File: src/rtl/hcb_ram.sv
// ----------------------------------------------------------------------------
// hcb_ram
// Generic simple dual-port RAM: one write port, one read port, registered read.
// ----------------------------------------------------------------------------
`default_nettype none

module hcb_ram #(
  parameter int unsigned WIDTH = 8,
  parameter int unsigned DEPTH = 256
) (
  input  wire logic                     clk,
  input  wire logic                     we,
  input  wire logic [$clog2(DEPTH)-1:0] waddr,
  input  wire logic [WIDTH-1:0]         wdata,
  input  wire logic [$clog2(DEPTH)-1:0] raddr,
  output logic      [WIDTH-1:0]         rdata
);

  logic [WIDTH-1:0] mem [DEPTH];

  always_ff @(posedge clk) begin
    if (we) begin
      mem[waddr] <= wdata;
    end
    rdata <= mem[raddr];
  end

endmodule

`default_nettype wire

File: config.mk
export PLATFORM = sky130hd
export DESIGN_NAME = hcb_ram
export DESIGN_NICKNAME = d
export VERILOG_FILES = /design/src/rtl/hcb_ram.sv
export SDC_FILE = /design/constraint.sdc
export NUM_CORES = 2
export LEC_CHECK = 0
export BUFFER_PORTS_ARGS = -buffer_cell sky130_fd_sc_hd__buf_2
export CORE_UTILIZATION = 40
export DETAILED_ROUTE_END_ITERATION = 10
export GPL_ROUTABILITY_DRIVEN = 1
export GPL_TIMING_DRIVEN = 0
export PLACE_DENSITY_LB_ADDON = 0.08
export SLEW_MARGIN = 0
export SYNTH_ARGS = -nofsm -noshare
export SYNTH_HDL_FRONTEND = slang
export SYNTH_SLANG_ARGS = --single-unit
File: constraint.sdc
create_clock -name clk -period 2.22 [get_ports clk]
set_input_delay 0.222 -clock clk [delete_from_list [all_inputs] [get_ports clk]]
set_output_delay 0.222 -clock clk [all_outputs]
set_load 0.01 [all_outputs]
==> out/qor.csv <==
metric;value;unit
Rows;163;
final hold vios;0;
# fillers;16550;
Worst path max stage delay;0.91;ns
startpoint types;input pin;
share of cells above drive strength 1;31.62;%
Synth Area in XOR/XNOR;0;%
commonest non-fill, non-tap cell in the layout;edfxtp_1;
worst min path class;input pin to register;
CTS Root Cell;clkbuf_16;
Syn Area/Cell;21.31;um^2
kind of critical path;input pin to register;
Post-Place Setup Slack;-3.296;ns
placed cell areas;83600;um^2
pin count of the biggest net entering global routing;139;
fin. max-slew vios;0;
synth unique cells;55;
H-tree depth;4;
port bufs;26;
failing checks;setup timing;
ranking of synthesized cells by area;edfxtp_1 (77%), mux4_2 (13%), mux2i_1 (1.7%);
outcome;finished with violations;
Worst slew margin;5.867;%
WL/cell;39.40;um
post-synth design cell area;79560;um^2
Worst-Skew Late Latency;0.85;ns
routability cong.;0.9134;
yosys warns;0;
Yosys top cell by area;edfxtp_1;
Main synth FF type;edfxtp_1;
cell family with most CP delay;buffers and inverters;
Routed WL;269200;um
sequential area share after synthesis;77.50;%
largest family of logic cells by synthesized area;multiplexers;
chip height;448.0;um
CTS sink count;2056;
CP max-delay cell;buf_1;
Syn Nets;3759;
Post-Synth Simple-Gate Area;2.628;%
full die area;200700;um^2
mux cell area share after synthesis;14.62;%
Layout Nets;4040;
leakage power;28.18;nW
drt pass-1 iters;5;
DRC Markers;0;
final instance area;92920;um^2
multi-input logic area;18580;um^2
nature of the critical path endpoint;register;
IO Pins;34;
Detailed Place HPWL;181100;um
synthesized flop and latch total;2056;
gr usage total;27.00;%
total CTS buffers;216;
register area;61660;um^2
FMAX;381.0;MHz
CP required;2.92;ns
min Tclk post-route;2.625;ns
most frequent cells in the layout;edfxtp_1 (2,048), mux4_2 (455), clkbuf_16 (222), mux2i_1 (133), a22oi_1 (115);
power density cells;887.7;nW/um^2
RSZ-0062 raised after global routing;true;
ys async rst share;0;%
Die Width;448.0;um
Slew @ Worst Pin;1.412;ns
Core Area;197400;um^2
Overflow after GRT;0;
Max Root-Sink Buffers;3;
final setup violation count;191;
Mapped Cells;3733;
number of flops mapped to enable cells by yosys;2048;
Syn-to-layout area delta;16.80;%
crit path cell chain;buf_2, buf_4, clkbuf_4, or2_2, buf_1, a21oi_1, nor4_4, nor4_4;
post-synth top area share;77.30;%
initial antenna violation count;18;
final core occ;47.07;%
Synth Area in Compound Gates;3.419;%
Crit path top cell by count;nor4_4;
via count;41020;
VDD IR-drop max;0.5865;mV
Worst Path Arrival;3.32;ns
global-route wire length before repair;360500;um
worst path bufs/invs;4;
via/cell ratio;6.004;
Initial DRC Count;5498;
CTS tree;yes;
initial core utilization;40.30;%
vias in the first global route;40770;
Setup Skew;0.02513;ns
worst-path fanout max;10;
Final Cycle Share;118.2;%
clock-pin slew of the registers on the worst-case setup and hold paths;0.06;ns
Max-Cap Viols;0;
antenna-violating nets left;0;
Post-Synth Adder-Cell Area;0;%
Final WS setup;-0.4047;ns
worst reg2reg setup slack;-0.36;ns
-- stage by stage --
stage | setup TNS [ns] | hold slack (ns) | cells | total power, mW
5_1_grt | -1.655 | 0.2259 | 6829 | 84.40
3_5_place_dp | -2172.81 | 0.6239 | 6420 | 48.45
4_1_cts | -2.341 | 0.1922 | 6819 | 82.76
3_3_place_gp | -8078.20 | 0.6174 | 6399 | 48.49
2_1_floorplan | 0 | 0.3209 | 3733 | 45.74
6_report | -11.59 | 0.2136 | 6832 | 82.49
-- Yosys cell counts (all sizes together), types with 22 or more instances --
cell       n
clkbuf   111
nor2b     31
edfxtp  2048
nor3      22
nor2     282
a21oi     96
nand3     34
mux2i    134
o22ai     28
a22oi    133
mux4     456
o221ai    47
nand2     33
nor4      27
buf      122
-- registers in the layout, summed over array words and instances, names as in the netlist --
register	count
rdata	8
mem	2048
-- power breakdown --
group / switching (mW) / leakage [nW] / internal [mW] / total, mW
combinational: 3.67 / 6.52 / 1.62 / 5.29
clock: 15.2 / 3.19 / 19.2 / 34.4
sequential: 0.0259 / 18.5 / 42.8 / 42.8
total: 18.9 / 28.2 / 63.6 / 82.5
-- final timing paths --
| check | startpoint | to | depth (start not counted) |
|---|---|---|---|
| worst min register to register | mem[50][1] | rdata[1] | 5 |
| worst max register to register | mem[208][3] | rdata[3] | 6 |
| worst min-delay path | waddr[2] | mem[173][3] | 3 |
| worst max-delay path | raddr[4] | rdata[2] | 8 |
-- cells by family (layout without fill, tap and decap cells) --
family | Yosys count | in the layout
compound gates | 385 | 385
mux | 591 | 591
simple gates | 466 | 466
other cells | 0 | 8
buf+inv | 235 | 686
flops | 2056 | 2056
-- layer usage --
metal / vias to the layer above / wire length, um / global-route usage (%)
met5: - / 38 / 0
met4: 6 / 9583 / 8.890
met3: 371 / 19280 / 5.175
met2: 1773 / 124300 / 41.55
met1: 22540 / 115900 / 38.74
li1: 16330 / - / -
-- cell type report --
class / count / area share (%)
Sequential cell: 2056 / 66.36
Clock buffer: 293 / 6.330
Buffer: 230 / 2.080
Multi-Input combinational cell: 1442 / 19.99
Timing Repair Buffer: 66 / 0.9372
Inverter: 2 / 0.009426
Tap cell: 2640 / 3.555
Antenna cell: 8 / 0.02155
Clock inverter: 95 / 0.7150
-- worst min-delay path: stages --
cell	delay, ns
clkbuf_2	0.22
nand3_1	0.20
nor2_1	0.20
-- what timing repair did --
item | CTS | global route
gates cloned | 0 | 0
resized for setup | 593 | 113
setup buffers | 4 | 7
pin swaps | 24 | 16
hold buffers | 8 | 0
endpoints found under the hold margin | 612 | 0
setup endpoints to repair | 1339 | 761
(Power assumes the default switching activity.)
